## config.mk

```make
export PLATFORM = sky130hd
export DESIGN_NAME = multi_queue_linked_list_manager_unit
export DESIGN_NICKNAME = d
export VERILOG_FILES = /design/src/rtl/core/mqllm_pkg.sv /design/src/rtl/core/mqllm_cmp.sv /design/src/rtl/core/multi_queue_linked_list_manager_unit.sv
export VERILOG_INCLUDE_DIRS = /design/src /design/src/rtl/core
export SDC_FILE = /design/constraint.sdc
export NUM_CORES = 2
export LEC_CHECK = 0
export BUFFER_PORTS_ARGS = -buffer_cell sky130_fd_sc_hd__clkbuf_2
export CAP_MARGIN = 5
export CORE_ASPECT_RATIO = 1.4
export CORE_UTILIZATION = 40
export DETAILED_ROUTE_END_ITERATION = 8
export HOLD_SLACK_MARGIN = 0.03
export SETUP_SLACK_MARGIN = 0.15
export SLEW_MARGIN = 0
export SYNTH_ARGS = -nofsm -noshare
export SYNTH_HDL_FRONTEND = slang
export SYNTH_SLANG_ARGS = --single-unit
```

## constraint.sdc

```tcl
create_clock -name clock -period 6.8 [get_ports clock]
set_clock_uncertainty 0.1 [all_clocks]
set_input_delay 1.36 -clock clock [delete_from_list [all_inputs] [get_ports clock]]
set_output_delay 1.36 -clock clock [all_outputs]
set_load 0.01 [all_outputs]
```

## src/rtl/core/multi_queue_linked_list_manager_unit_defines.svh

```systemverilog
// Assertion macros for the queue manager
`ifndef MULTI_QUEUE_LINKED_LIST_MANAGER_UNIT_DEFINES_SVH
`define MULTI_QUEUE_LINKED_LIST_MANAGER_UNIT_DEFINES_SVH

`define MQ_ASSERT_IMPL(label, clk, rst, ante, cons, msg) \
   label: assert property (@(posedge clk) disable iff (rst) (ante) |-> (cons)) else $error(msg);

`define MQ_ASSERT_NEXT(label, clk, rst, ante, cons, msg) \
   label: assert property (@(posedge clk) disable iff (rst) (ante) |=> (cons)) else $error(msg);

`endif

```

## src/rtl/core/mqllm_pkg.sv

```systemverilog
package mqllm_pkg;

   localparam int NumItems  = 64;
   localparam int NumQueues = 32;
   localparam int ItemW     = $clog2(NumItems);
   localparam int QueueW    = $clog2(NumQueues);
   localparam int LinkW     = ItemW + 1;
   localparam int QLinkW    = QueueW + 1;
   localparam int KeyW      = 16;
   localparam int StepW     = ItemW + 1;

   typedef enum logic [2:0] {
      OP_ALLOC   = 3'd0,
      OP_DISPOSE = 3'd1,
      OP_APPEND  = 3'd2,
      OP_POP     = 3'd3,
      OP_REMOVE  = 3'd4,
      OP_INSERT  = 3'd5
   } opcode_type;

   typedef enum logic [1:0] {
      ST_OK       = 2'd0,
      ST_EMPTY    = 2'd1,
      ST_QUEUED   = 2'd2,
      ST_NO_QUEUE = 2'd3
   } status_type;

   typedef enum logic [3:0] {
      S_IDLE,
      S_DECODE,
      S_RDHEAD,
      S_WALK_RD,
      S_WALK_CHK,
      S_UNLINK_RD,
      S_UNLINK_WR,
      S_INS_WR,
      S_DONE
   } state_type;

   typedef struct packed {
      logic             lt;
      logic             eq;
   } cmp_result_type;

endpackage

```

## src/rtl/core/mqllm_cmp.sv

```systemverilog
module mqllm_cmp (
   input  logic signed [mqllm_pkg::KeyW-1:0]  key_a,
   input  logic signed [mqllm_pkg::KeyW-1:0]  key_b,
   input  logic        [mqllm_pkg::LinkW-1:0] link_a,
   input  logic        [mqllm_pkg::LinkW-1:0] link_b,
   output mqllm_pkg::cmp_result_type          result
);

   assign result.lt = key_a < key_b;
   assign result.eq = link_a == link_b;

endmodule

```

## src/rtl/core/multi_queue_linked_list_manager_unit.sv

```systemverilog
// channel | dir | word fields (low bit first)
// req     | in  | tdata: opcode[2:0] queue_id[7:3] item_id[13:8] sort_key[29:14]
// rsp     | out | tdata: item_out[5:0] queue_out[10:6] status[12:11]
// Remove and insert walk the queue one entry at a time, a pace set by the
// single read port of the item link memory.
// Reset is synchronous; all queue head and tail links start null, all descriptors free.
// A result waits in its output register until taken; the next word is
// accepted meanwhile and holds in its last step while rsp stalls.
`include "multi_queue_linked_list_manager_unit_defines.svh"
module multi_queue_linked_list_manager_unit (
   input  logic        clock,
   input  logic        reset,
   input  logic        req_tvalid,
   output logic        req_tready,
   input  logic [31:0] req_tdata,   // opcode, queue_id, item_id, sort_key
   output logic        rsp_tvalid,
   input  logic        rsp_tready,
   output logic [15:0] rsp_tdata    // item_out, queue_out, status
);

   localparam int IW = mqllm_pkg::ItemW;
   localparam int QW = mqllm_pkg::QueueW;
   localparam int LW = mqllm_pkg::LinkW;
   localparam int QLW = mqllm_pkg::QLinkW;
   localparam int KW = mqllm_pkg::KeyW;
   localparam int NI = mqllm_pkg::NumItems;
   localparam int NQ = mqllm_pkg::NumQueues;
   localparam logic [LW-1:0] NIL = {LW{1'b1}};
   localparam logic [QLW-1:0] QNIL = {QLW{1'b1}};

   mqllm_pkg::state_type state_ff, state_in;

   logic [LW-1:0] nxt_mem [NI];
   logic [LW-1:0] prv_mem [NI];
   logic signed [KW-1:0] key_mem [NI];
   logic [NI-1:0] linked_ff;
   logic [LW-1:0] qhead_ff [NQ];
   logic [LW-1:0] qtail_ff [NQ];
   logic [QLW-1:0] qfree_ff [NQ];
   logic [NQ-1:0] qalloc_ff;
   logic [QW-1:0] ftop_ff;
   logic          fempty_ff;

   logic [2:0]    op_ff;
   logic [QW-1:0] q_ff;
   logic [IW-1:0] m_ff;
   logic signed [KW-1:0] key_ff;
   logic [LW-1:0] t_ff, prev_ff, rn_ff, rp_ff;
   logic signed [KW-1:0] tkey_ff;
   logic [mqllm_pkg::StepW-1:0] steps_ff;
   logic [IW-1:0] iout_ff;
   logic [QW-1:0] qout_ff;
   logic [1:0]    st_ff;
   logic          rvalid_ff;
   logic [12:0]   rdata_ff;

   logic [IW-1:0] rd_addr;
   mqllm_pkg::cmp_result_type cmp;

   mqllm_cmp u_cmp (
      .key_a  (tkey_ff),
      .key_b  (key_ff),
      .link_a (t_ff),
      .link_b ({1'b0, m_ff}),
      .result (cmp)
   );

   assign req_tready = (state_ff == mqllm_pkg::S_IDLE);
   assign rsp_tvalid = rvalid_ff;
   assign rsp_tdata  = {3'b0, rdata_ff};
   assign rd_addr    = t_ff[IW-1:0];

   always_ff @(posedge clock) begin
      if (reset) begin
         state_ff <= mqllm_pkg::S_IDLE;
      end else begin
         state_ff <= state_in;
      end
   end

   always_comb begin
      state_in = state_ff;
      case (state_ff)
         mqllm_pkg::S_IDLE: begin
            if (req_tvalid && req_tready) state_in = mqllm_pkg::S_DECODE;
         end
         mqllm_pkg::S_DECODE: begin
            state_in = mqllm_pkg::S_DONE;
            if (qalloc_ff[q_ff] && !(op_ff == mqllm_pkg::OP_ALLOC)) begin
               if (op_ff == mqllm_pkg::OP_POP) begin
                  if (!qhead_ff[q_ff][IW]) state_in = mqllm_pkg::S_UNLINK_RD;
               end else if (op_ff == mqllm_pkg::OP_REMOVE) begin
                  state_in = mqllm_pkg::S_RDHEAD;
               end else if (op_ff == mqllm_pkg::OP_INSERT && !linked_ff[m_ff]) begin
                  state_in = mqllm_pkg::S_RDHEAD;
               end
            end
         end
         mqllm_pkg::S_RDHEAD:  state_in = mqllm_pkg::S_WALK_RD;
         mqllm_pkg::S_WALK_RD: begin
            if (t_ff[IW]) begin
               state_in = (op_ff == mqllm_pkg::OP_INSERT) ? mqllm_pkg::S_INS_WR
                                                          : mqllm_pkg::S_DONE;
            end else begin
               state_in = mqllm_pkg::S_WALK_CHK;
            end
         end
         mqllm_pkg::S_WALK_CHK: begin
            if (op_ff == mqllm_pkg::OP_REMOVE) begin
               state_in = cmp.eq ? mqllm_pkg::S_UNLINK_RD : mqllm_pkg::S_WALK_RD;
            end else begin
               state_in = cmp.lt ? mqllm_pkg::S_WALK_RD : mqllm_pkg::S_INS_WR;
            end
            if (steps_ff[IW]) state_in = (op_ff == mqllm_pkg::OP_INSERT)
                                         ? mqllm_pkg::S_INS_WR : mqllm_pkg::S_DONE;
         end
         mqllm_pkg::S_UNLINK_RD: state_in = mqllm_pkg::S_UNLINK_WR;
         mqllm_pkg::S_UNLINK_WR: state_in = mqllm_pkg::S_DONE;
         mqllm_pkg::S_INS_WR:    state_in = mqllm_pkg::S_DONE;
         mqllm_pkg::S_DONE: begin
            state_in = (!rvalid_ff || rsp_tready) ? mqllm_pkg::S_IDLE : mqllm_pkg::S_DONE;
         end
         default:                state_in = mqllm_pkg::S_IDLE;
      endcase
   end

   // item memories: one read port, up to two writes a cycle each
   always_ff @(posedge clock) begin
      tkey_ff <= key_mem[rd_addr];
      rn_ff   <= nxt_mem[rd_addr];
      rp_ff   <= prv_mem[rd_addr];
      if (state_ff == mqllm_pkg::S_DECODE && op_ff == mqllm_pkg::OP_APPEND &&
          qalloc_ff[q_ff] && !linked_ff[m_ff]) begin
         nxt_mem[m_ff] <= NIL;
         prv_mem[m_ff] <= qtail_ff[q_ff];
         if (!qtail_ff[q_ff][IW]) nxt_mem[qtail_ff[q_ff][IW-1:0]] <= {1'b0, m_ff};
      end
      if (state_ff == mqllm_pkg::S_DECODE && op_ff == mqllm_pkg::OP_INSERT &&
          qalloc_ff[q_ff] && !linked_ff[m_ff]) begin
         key_mem[m_ff] <= key_ff;
      end
      if (state_ff == mqllm_pkg::S_UNLINK_WR) begin
         nxt_mem[t_ff[IW-1:0]] <= NIL;
         prv_mem[t_ff[IW-1:0]] <= NIL;
         if (!rn_ff[IW]) prv_mem[rn_ff[IW-1:0]] <= rp_ff;
         if (!rp_ff[IW]) nxt_mem[rp_ff[IW-1:0]] <= rn_ff;
      end
      if (state_ff == mqllm_pkg::S_INS_WR) begin
         prv_mem[m_ff] <= prev_ff;
         nxt_mem[m_ff] <= t_ff;
         if (!prev_ff[IW]) nxt_mem[prev_ff[IW-1:0]] <= {1'b0, m_ff};
         if (!t_ff[IW])    prv_mem[t_ff[IW-1:0]]    <= {1'b0, m_ff};
      end
   end

   always_ff @(posedge clock) begin
      if (reset) begin
         for (int i = 0; i < NQ; i++) begin
            qhead_ff[i] <= NIL;
            qtail_ff[i] <= NIL;
            qfree_ff[i] <= (i + 1 < NQ) ? QLW'(i + 1) : QNIL;
         end
         qalloc_ff <= '0;
         linked_ff <= '0;
         ftop_ff   <= '0;
         fempty_ff <= 1'b0;
         rvalid_ff <= 1'b0;
      end else begin
         if (state_ff == mqllm_pkg::S_DONE && (!rvalid_ff || rsp_tready)) begin
            rvalid_ff <= 1'b1;
            rdata_ff  <= {st_ff, qout_ff, iout_ff};
         end else if (rsp_tready) begin
            rvalid_ff <= 1'b0;
         end
         case (state_ff)
            mqllm_pkg::S_IDLE: begin
               if (req_tvalid && req_tready) begin
                  op_ff  <= req_tdata[2:0];
                  q_ff   <= req_tdata[7:3];
                  m_ff   <= req_tdata[13:8];
                  key_ff <= req_tdata[29:14];
                  iout_ff <= '0;
                  qout_ff <= '0;
                  st_ff   <= mqllm_pkg::ST_OK;
                  prev_ff <= NIL;
                  steps_ff <= '0;
               end
            end
            mqllm_pkg::S_DECODE: begin
               t_ff <= qhead_ff[q_ff];
               case (op_ff)
                  mqllm_pkg::OP_ALLOC: begin
                     if (fempty_ff) begin
                        st_ff <= mqllm_pkg::ST_NO_QUEUE;
                     end else begin
                        if (qfree_ff[ftop_ff][QW]) fempty_ff <= 1'b1;
                        else ftop_ff <= qfree_ff[ftop_ff][QW-1:0];
                        qhead_ff[ftop_ff] <= NIL;
                        qtail_ff[ftop_ff] <= NIL;
                        qalloc_ff[ftop_ff] <= 1'b1;
                        qout_ff <= ftop_ff;
                     end
                  end
                  mqllm_pkg::OP_DISPOSE: begin
                     if (qalloc_ff[q_ff]) begin
                        qfree_ff[q_ff] <= fempty_ff ? QNIL : {1'b0, ftop_ff};
                        qhead_ff[q_ff] <= NIL;
                        qtail_ff[q_ff] <= NIL;
                        ftop_ff   <= q_ff;
                        fempty_ff <= 1'b0;
                        qalloc_ff[q_ff] <= 1'b0;
                     end
                  end
                  mqllm_pkg::OP_APPEND: begin
                     if (!qalloc_ff[q_ff]) st_ff <= mqllm_pkg::ST_EMPTY;
                     else if (linked_ff[m_ff]) st_ff <= mqllm_pkg::ST_QUEUED;
                     else begin
                        if (qtail_ff[q_ff][IW]) qhead_ff[q_ff] <= {1'b0, m_ff};
                        qtail_ff[q_ff] <= {1'b0, m_ff};
                        linked_ff[m_ff] <= 1'b1;
                        iout_ff <= m_ff;
                     end
                  end
                  mqllm_pkg::OP_POP: begin
                     if (!qalloc_ff[q_ff] || qhead_ff[q_ff][IW])
                        st_ff <= mqllm_pkg::ST_EMPTY;
                  end
                  mqllm_pkg::OP_REMOVE: begin
                     if (!qalloc_ff[q_ff]) st_ff <= mqllm_pkg::ST_EMPTY;
                  end
                  mqllm_pkg::OP_INSERT: begin
                     if (!qalloc_ff[q_ff]) st_ff <= mqllm_pkg::ST_EMPTY;
                     else if (linked_ff[m_ff]) st_ff <= mqllm_pkg::ST_QUEUED;
                  end
                  default: ;
               endcase
            end
            mqllm_pkg::S_WALK_RD: begin
               if (t_ff[IW] && op_ff == mqllm_pkg::OP_REMOVE)
                  st_ff <= mqllm_pkg::ST_EMPTY;
            end
            mqllm_pkg::S_WALK_CHK: begin
               if (steps_ff[IW]) begin
                  if (op_ff == mqllm_pkg::OP_REMOVE) st_ff <= mqllm_pkg::ST_EMPTY;
               end else if (op_ff == mqllm_pkg::OP_REMOVE) begin
                  if (!cmp.eq) begin
                     t_ff <= rn_ff;
                     steps_ff <= steps_ff + 1'b1;
                  end
               end else if (cmp.lt) begin
                  prev_ff <= t_ff;
                  t_ff <= rn_ff;
                  steps_ff <= steps_ff + 1'b1;
               end
            end
            mqllm_pkg::S_UNLINK_WR: begin
               if (rn_ff[IW]) qtail_ff[q_ff] <= rp_ff;
               if (rp_ff[IW]) qhead_ff[q_ff] <= rn_ff;
               linked_ff[t_ff[IW-1:0]] <= 1'b0;
               iout_ff <= t_ff[IW-1:0];
            end
            mqllm_pkg::S_INS_WR: begin
               if (prev_ff[IW]) qhead_ff[q_ff] <= {1'b0, m_ff};
               if (t_ff[IW])    qtail_ff[q_ff] <= {1'b0, m_ff};
               linked_ff[m_ff] <= 1'b1;
            end
            default: ;
         endcase
      end
   end

   `MQ_ASSERT_NEXT(a_rsp_hold, clock, reset, rsp_tvalid && !rsp_tready, rsp_tvalid && $stable(rsp_tdata), "result dropped while stalled")
   `MQ_ASSERT_NEXT(a_done_valid, clock, reset, state_ff == mqllm_pkg::S_DONE, rsp_tvalid, "result lost")
   `MQ_ASSERT_IMPL(a_walk_bound, clock, reset, state_ff == mqllm_pkg::S_WALK_CHK, steps_ff <= NI, "walk overran")

endmodule

```

* Word level (Yosys, flattened, before mapping)
Memories as Yosys holds them, arrays and structs flattened. A register that Yosys moved wholly into a read port is not among the register bits.
Index checks and enable logic that the tools add are counted.
** Operators by class
- Add/sub/neg operators :: 1
- Order comparisons :: 9
- Equal/unequal tests :: 37
- Multiplexer cells :: 184
- Bitwise operators :: 19
- Reduce and logical (&&, ||, !) cells :: 55
** Operator list (count)
- 7-bit 2-to-1 mux :: 30
- 64-bit 2-to-1 mux :: 3
- 64-bit case mux with 3 select lines :: 1
- 1-bit 2-to-1 mux :: 84
- 5-bit 2-to-1 mux :: 15
- 64-bit bitwise AND :: 1
- 32-bit 2-to-1 mux :: 2
- 64-bit inverter :: 1
- 64-bit bitwise OR :: 1
- 32-bit case mux with 2 select lines :: 1
- 6-bit 2-to-1 mux :: 10
- 7-bit OR reduction :: 8
- 7-bit case mux with 2 select lines :: 3
- 4-bit 2-to-1 mux :: 10
- 32-bit bitwise AND :: 1
- 32-bit inverter :: 1
- 32-bit bitwise OR :: 1
- 4-bit case mux with 8 select lines :: 1
- 2-bit inequality test, second input constant :: 12
- 5-bit case mux with 2 select lines :: 2
- 2-bit 2-to-1 mux :: 9
- 6-bit case mux with 3 select lines :: 1
- 6-bit AND reduction :: 3
- 4-bit by 3-bit equality test with 1-bit output, second input constant :: 4
- other kinds (44) :: 100
** Storage, ports and cells
- Bits in registers :: 184
- Memory bits (writable) :: 2560
- Bits of input ports :: 36
- Output and inout bits :: 18
- Word-level logic and storage cells :: 329
- Memories kept :: 6
** Memories
- key_mem :: depth 64, width 16, rd ports 1, clocked after memory_dff 1, wr ports 1, RTL line multi_queue_linked_list_manager_unit.sv:35 : logic signed [KW-1:0] key_mem [NI];
- nxt_mem :: depth 64, width 7, rd ports 1, clocked after memory_dff 1, wr ports 2, RTL line multi_queue_linked_list_manager_unit.sv:33 : logic [LW-1:0] nxt_mem [NI];
- prv_mem :: depth 64, width 7, rd ports 1, clocked after memory_dff 1, wr ports 2, RTL line multi_queue_linked_list_manager_unit.sv:34 : logic [LW-1:0] prv_mem [NI];
- qhead_ff :: depth 32, width 7, rd ports 1, clocked after memory_dff 1, wr ports 32, RTL line multi_queue_linked_list_manager_unit.sv:37 : logic [LW-1:0] qhead_ff [NQ];
- qtail_ff :: depth 32, width 7, rd ports 1, clocked after memory_dff 1, wr ports 32, RTL line multi_queue_linked_list_manager_unit.sv:38 : logic [LW-1:0] qtail_ff [NQ];
- qfree_ff :: depth 32, width 6, rd ports 1, clocked after memory_dff 1, wr ports 32, RTL line multi_queue_linked_list_manager_unit.sv:39 : logic [QLW-1:0] qfree_ff [NQ];

* Logic depth before layout (Yosys ltp)
- Word-level depth :: 13
- Mapped depth :: 17
- Gate-level depth less buffers :: 11

* Cells and area by module
A second synthesis with hierarchy kept.
** Second synthesis, totals
- Cells, all modules :: 8620
- Area total of the unflattened synthesis :: 122034.5 um2
** By module, submodules not included
- multi_queue_linked_list_manager_unit :: instances 1, cells an instance 8558, area an instance 121589.1 um2, seq. area each 82128.8 um2
- mqllm_cmp :: instances 1, cells an instance 62, area an instance 445.4 um2, seq. area each 0.0 um2

* Least setup slack after synthesis
OpenSTA, ideal clock, no wires.
- Kind :: reg-to-reg
- From :: register m_ff[0]
- To :: memory nxt_mem[10][0] in the netlist's numbering (enable)
- Setup time :: 374 ps
- Data arrival time :: 3483 ps
- Data required time :: 6326 ps
- Path slack :: 2843 ps
- Cell stages (with the launch flop) :: 14
- Buffers on the path :: 4
- Clock period less this slack :: 3957 ps
- Cell sequence :: edfxtp_1 -> and2_0 -> clkbuf_1 -> a221oi_1 -> o221ai_1 -> a32o_1 -> a21oi_2 -> and2_1 -> buf_2 -> a31oi_1 -> or4_1 -> buf_2 -> buf_4 -> o22ai_1
** RTL lines
- start, declared :: RTL line multi_queue_linked_list_manager_unit.sv:46 : logic [IW-1:0] m_ff;
- start signal, assigned :: RTL line multi_queue_linked_list_manager_unit.sv:180 : m_ff <= req_tdata[13:8];
- end, declared :: RTL line multi_queue_linked_list_manager_unit.sv:33

==> flow_metrics.env <==
export IMPL_status="finished with violations"
export IMPL_violations="max-capacitance violations"
export IMPL_drt_iter0_markers=8967
export IMPL_initial_utilization_pct=40.2
export IMPL_synth_top_area_share_pct=65.5
export IMPL_cts_tree="done"
export IMPL_crit_family="compound AO/OA/AOI/OAI gates"
export IMPL_yosysUniqueCellTypes=78
export IMPL_ctsLongestPathBuffers=4
export IMPL_grt_usage_pct=25.0
export IMPL_cp_buffers_inverters=3
export IMPL_routed_wirelength_um=390000
export IMPL_holdPathEnd="rdata_ff[10]"
export IMPL_max_freq_mhz=169
export IMPL_grt_pass1_wl_um=559000
export IMPL_place_inst=12400
export IMPL_cts_sinks=2784
export IMPL_postRouteAntennaNets=0
export IMPL_syn_to_final_growth_pct=12.3
export IMPL_crit_path_cell_trace="buf_4, buf_4, mux4_2, mux2_2, o22ai_1, a221oi_1, buf_4, a221oi_1, nand2b_1, nor2_1, nand2b_1, o22ai_1"
export IMPL_io_buffer_count=48
export IMPL_h_tree_depth=5
export IMPL_syn_area_per_cell_um2=13.8
export IMPL_max_cap_viol_count=1
export IMPL_grt_setup_unrepaired="no"
export IMPL_clk_insertion_delay_late_ns=0.92
export IMPL_synth_edf_count=2637
export IMPL_holdPathStages=0
export IMPL_cts_resized=0
export IMPL_regArea_mm2=0.0821
export IMPL_drtPass1Iterations=9
export IMPL_core_area_mm2=0.300
export IMPL_reg2regPathDepth=12
export IMPL_p_sw_share_pct=21.5
export IMPL_setup_viol=0
export IMPL_finalHoldViolations=0
export IMPL_worst_endpoint_required_ns=7.17
export IMPL_period_share_pct=86.9
export IMPL_finalCriticalPeriod_ns=5.91
export IMPL_cts_root_buf="clkbuf_16"
export IMPL_yosys_warnings=0
export IMPL_combinationalPowerShare_pct=3.1
export IMPL_layout_commonest_cell="edfxtp_1"
export IMPL_final_cells=12900
export IMPL_cellInternalPower_uw=27800
export IMPL_multiInputGateArea_mm2=0.0361
export IMPL_worstSetupPathType="flip-flop to flip-flop"
export IMPL_netlist_area_mm2=0.121
export IMPL_hold_start="qout_ff[4]"
export IMPL_fp_dieH_um=652
export IMPL_path_depth=12
export IMPL_worstSetupStartpointType="flip-flop"
export IMPL_place_congestion=0.942
export IMPL_endpoint_kind="flip-flop"
export IMPL_vias=80000
export IMPL_ctsHoldBuffers=0
export IMPL_async_reset_ff_share_pct=0
export IMPL_reg2reg_to="nxt_mem[32][4]"
export IMPL_power_share_clock_pct=43.7
export IMPL_fillCellCount=26500
export IMPL_setup_tns_final_ns=0
export IMPL_grt_max_degree=139
export IMPL_wl_met3_um=31300
export IMPL_max_slew_margin_pct=0.0986
export IMPL_met1_length_um=138000
export IMPL_yosys_most_used_dff="edfxtp_1"
export IMPL_grt_pass1_vias=79400
export IMPL_synth_area_top_cells="edfxtp_1 66%, a22oi_1 5.4%, mux2i_1 4.7%"
export IMPL_numCtsBuffers=285
export IMPL_vias_per_cell=6.21
export IMPL_stdcell_area_mm2=0.136
export IMPL_slowest_delay_ns=0.91
export IMPL_switchingPower_uw=7610
export IMPL_hp_class="flip-flop to flip-flop"
export IMPL_maxSlewViolCount=0
export IMPL_final_cell_mix="2637 x edfxtp_1, 861 x a22oi_1, 845 x nand2_1, 588 x nor2_1, 560 x mux2i_1"
export IMPL_overflow=0
export IMPL_worst_slack_ns=0.894
export IMPL_regToRegSetupSlack_ns=0.89
export IMPL_cp_max_fo=25
export IMPL_yosysSeqAreaShare_pct=68.0
export IMPL_row_count=238
export IMPL_grt_antenna_before_repair=10
export IMPL_highest_layer="met5"
export IMPL_slowest_stage="o22ai_1"
export IMPL_dr_wl_met2_um=196000
export IMPL_die_x_um=466
export IMPL_synthCells=8775
export IMPL_dieArea_mm2=0.304
export IMPL_p_leak_uw=0.0390
export IMPL_vdd_drop_max_mv=0.205
export IMPL_tightest_slew_ns=1.48
export IMPL_dp_slack_ns=1.02
export IMPL_p_seq_share_pct=53.2
export IMPL_crit_path_frequent_cell="buf_4"
export IMPL_drc_errors=0
export IMPL_io_pins=54
export IMPL_drive_gt1_share_pct=14.4
export IMPL_synth_area_leader_cell="edfxtp_1"
export IMPL_placed_area_mm2=0.127
export IMPL_detail_route_wl_per_cell_um=30.3
export IMPL_ys_ff_latch=2784
export IMPL_clk_pin_slew_worst_paths_ns=0.06
export IMPL_place_hpwl_um=242000
export IMPL_cts_setup_buffers=0
export IMPL_fin_nets=8756
export IMPL_power_density_mw_per_mm2=261
export IMPL_arrival_ns=6.27
## final cells by class
cell class / instances / share of cell area, %
timing repair buffer: 439 / 2.51
multi-input combinational: 5163 / 26.6
tap: 3960 / 3.65
sequential: 2784 / 60.6
clock buffer: 373 / 5.68
clock inverter: 125 / 0.900
inverter: 31 / 0.0858
antenna: 6 / 0.0111
## layer usage
layer | up-vias | global-route usage (%)
met5 | - | 0
met4 | 6 | 14.4
met3 | 1057 | 4.22
met2 | 4351 | 43.0
met1 | 40400 | 29.4
li1 | 34200 | -
## worst max-delay path by stage
stage	startpoint	slack (ns)	endpoint
global route	flip-flop	0.77	nxt_mem[38][2]
detailed placement	flip-flop	1.02	nxt_mem[32][2]
floorplan	m_ff[0]	2.84	nxt_mem[10][0]
finish	flip-flop	0.89	nxt_mem[32][4]
global placement	flip-flop	1.08	nxt_mem[34][3]
CTS	flip-flop	0.98	nxt_mem[32][4]
## power groups by stage
stage	combinational [µW]	sequential, µW	clock, µW
after floorplan	630	19100	0
after global routing	1150	18800	16200
final	1100	18800	15500
after global placement	1070	19200	0
after detailed placement	1090	19200	0
after CTS	1090	18800	15600
## cell families (layout without fill, tap and decap cells)
logic type / after synthesis / count (layout) / share of synthesized area (%)
AND/OR/NAND/NOR: 2070 / 2070 / 7.58
XOR/XNOR: 17 / 17 / 0.123
flip-flops: 2784 / 2784 / 68.0
other: 1 / 9 / 0.00310
buffers and inverters: 830 / 968 / 2.70
AO/OA/AOI/OAI: 2278 / 2278 / 13.0
multiplexers: 779 / 779 / 8.48
adder cells (fa/ha/maj): 16 / 16 / 0.166
## stage by stage
| stage | util (%) | hold slack (ns) | power [µW] |
|---|---|---|---|
| 4_1_cts | 45.2 | 0.350 | 35500 |
| 2_1_floorplan | - | 0.300 | 19800 |
| 3_3_place_gp | 42.2 | 0.343 | 20200 |
| 6_report | 45.2 | 0.357 | 35400 |
| 5_1_grt | 45.2 | 0.362 | 36100 |
| 3_5_place_dp | 42.2 | 0.305 | 20300 |
## registers in the layout, indices dropped and copies added, names as in the netlist, 16 cells and up, named ones only
name       flops
key_ff        16
key_mem     1024
linked_ff     64
nxt_mem      448
prv_mem      448
qalloc_ff     32
qfree_ff     192
qhead_ff     224
qtail_ff     224
tkey_ff       16
## synthesized netlist by cell type, drive strengths merged, types with 8 or more instances
| master | instances |
|---|---|
| and2 | 25 |
| edfxtp | 2637 |
| nor2 | 715 |
| a21o | 92 |
| nand3b | 9 |
| mux2 | 19 |
| nor3 | 26 |
| nor4 | 52 |
| a22oi | 861 |
| a31oi | 132 |
| a41oi | 107 |
| or3 | 25 |
| mux4 | 194 |
| clkbuf | 661 |
| a21oi | 504 |
| mux2i | 566 |
| a221oi | 129 |
| o31ai | 16 |
| o21ai | 192 |
| and3 | 18 |
| inv | 29 |
| a311oi | 31 |
| nand2b | 37 |
| a211oi | 8 |
| nand3 | 186 |
| dfxtp | 147 |
| o22ai | 66 |
| a22o | 105 |
| nand2 | 851 |
| nor2b | 36 |
| xor2 | 13 |
| nand4 | 46 |
| ha | 16 |
| or2 | 30 |
| buf | 138 |
Note: power is estimated with default switching activity, not from simulation.
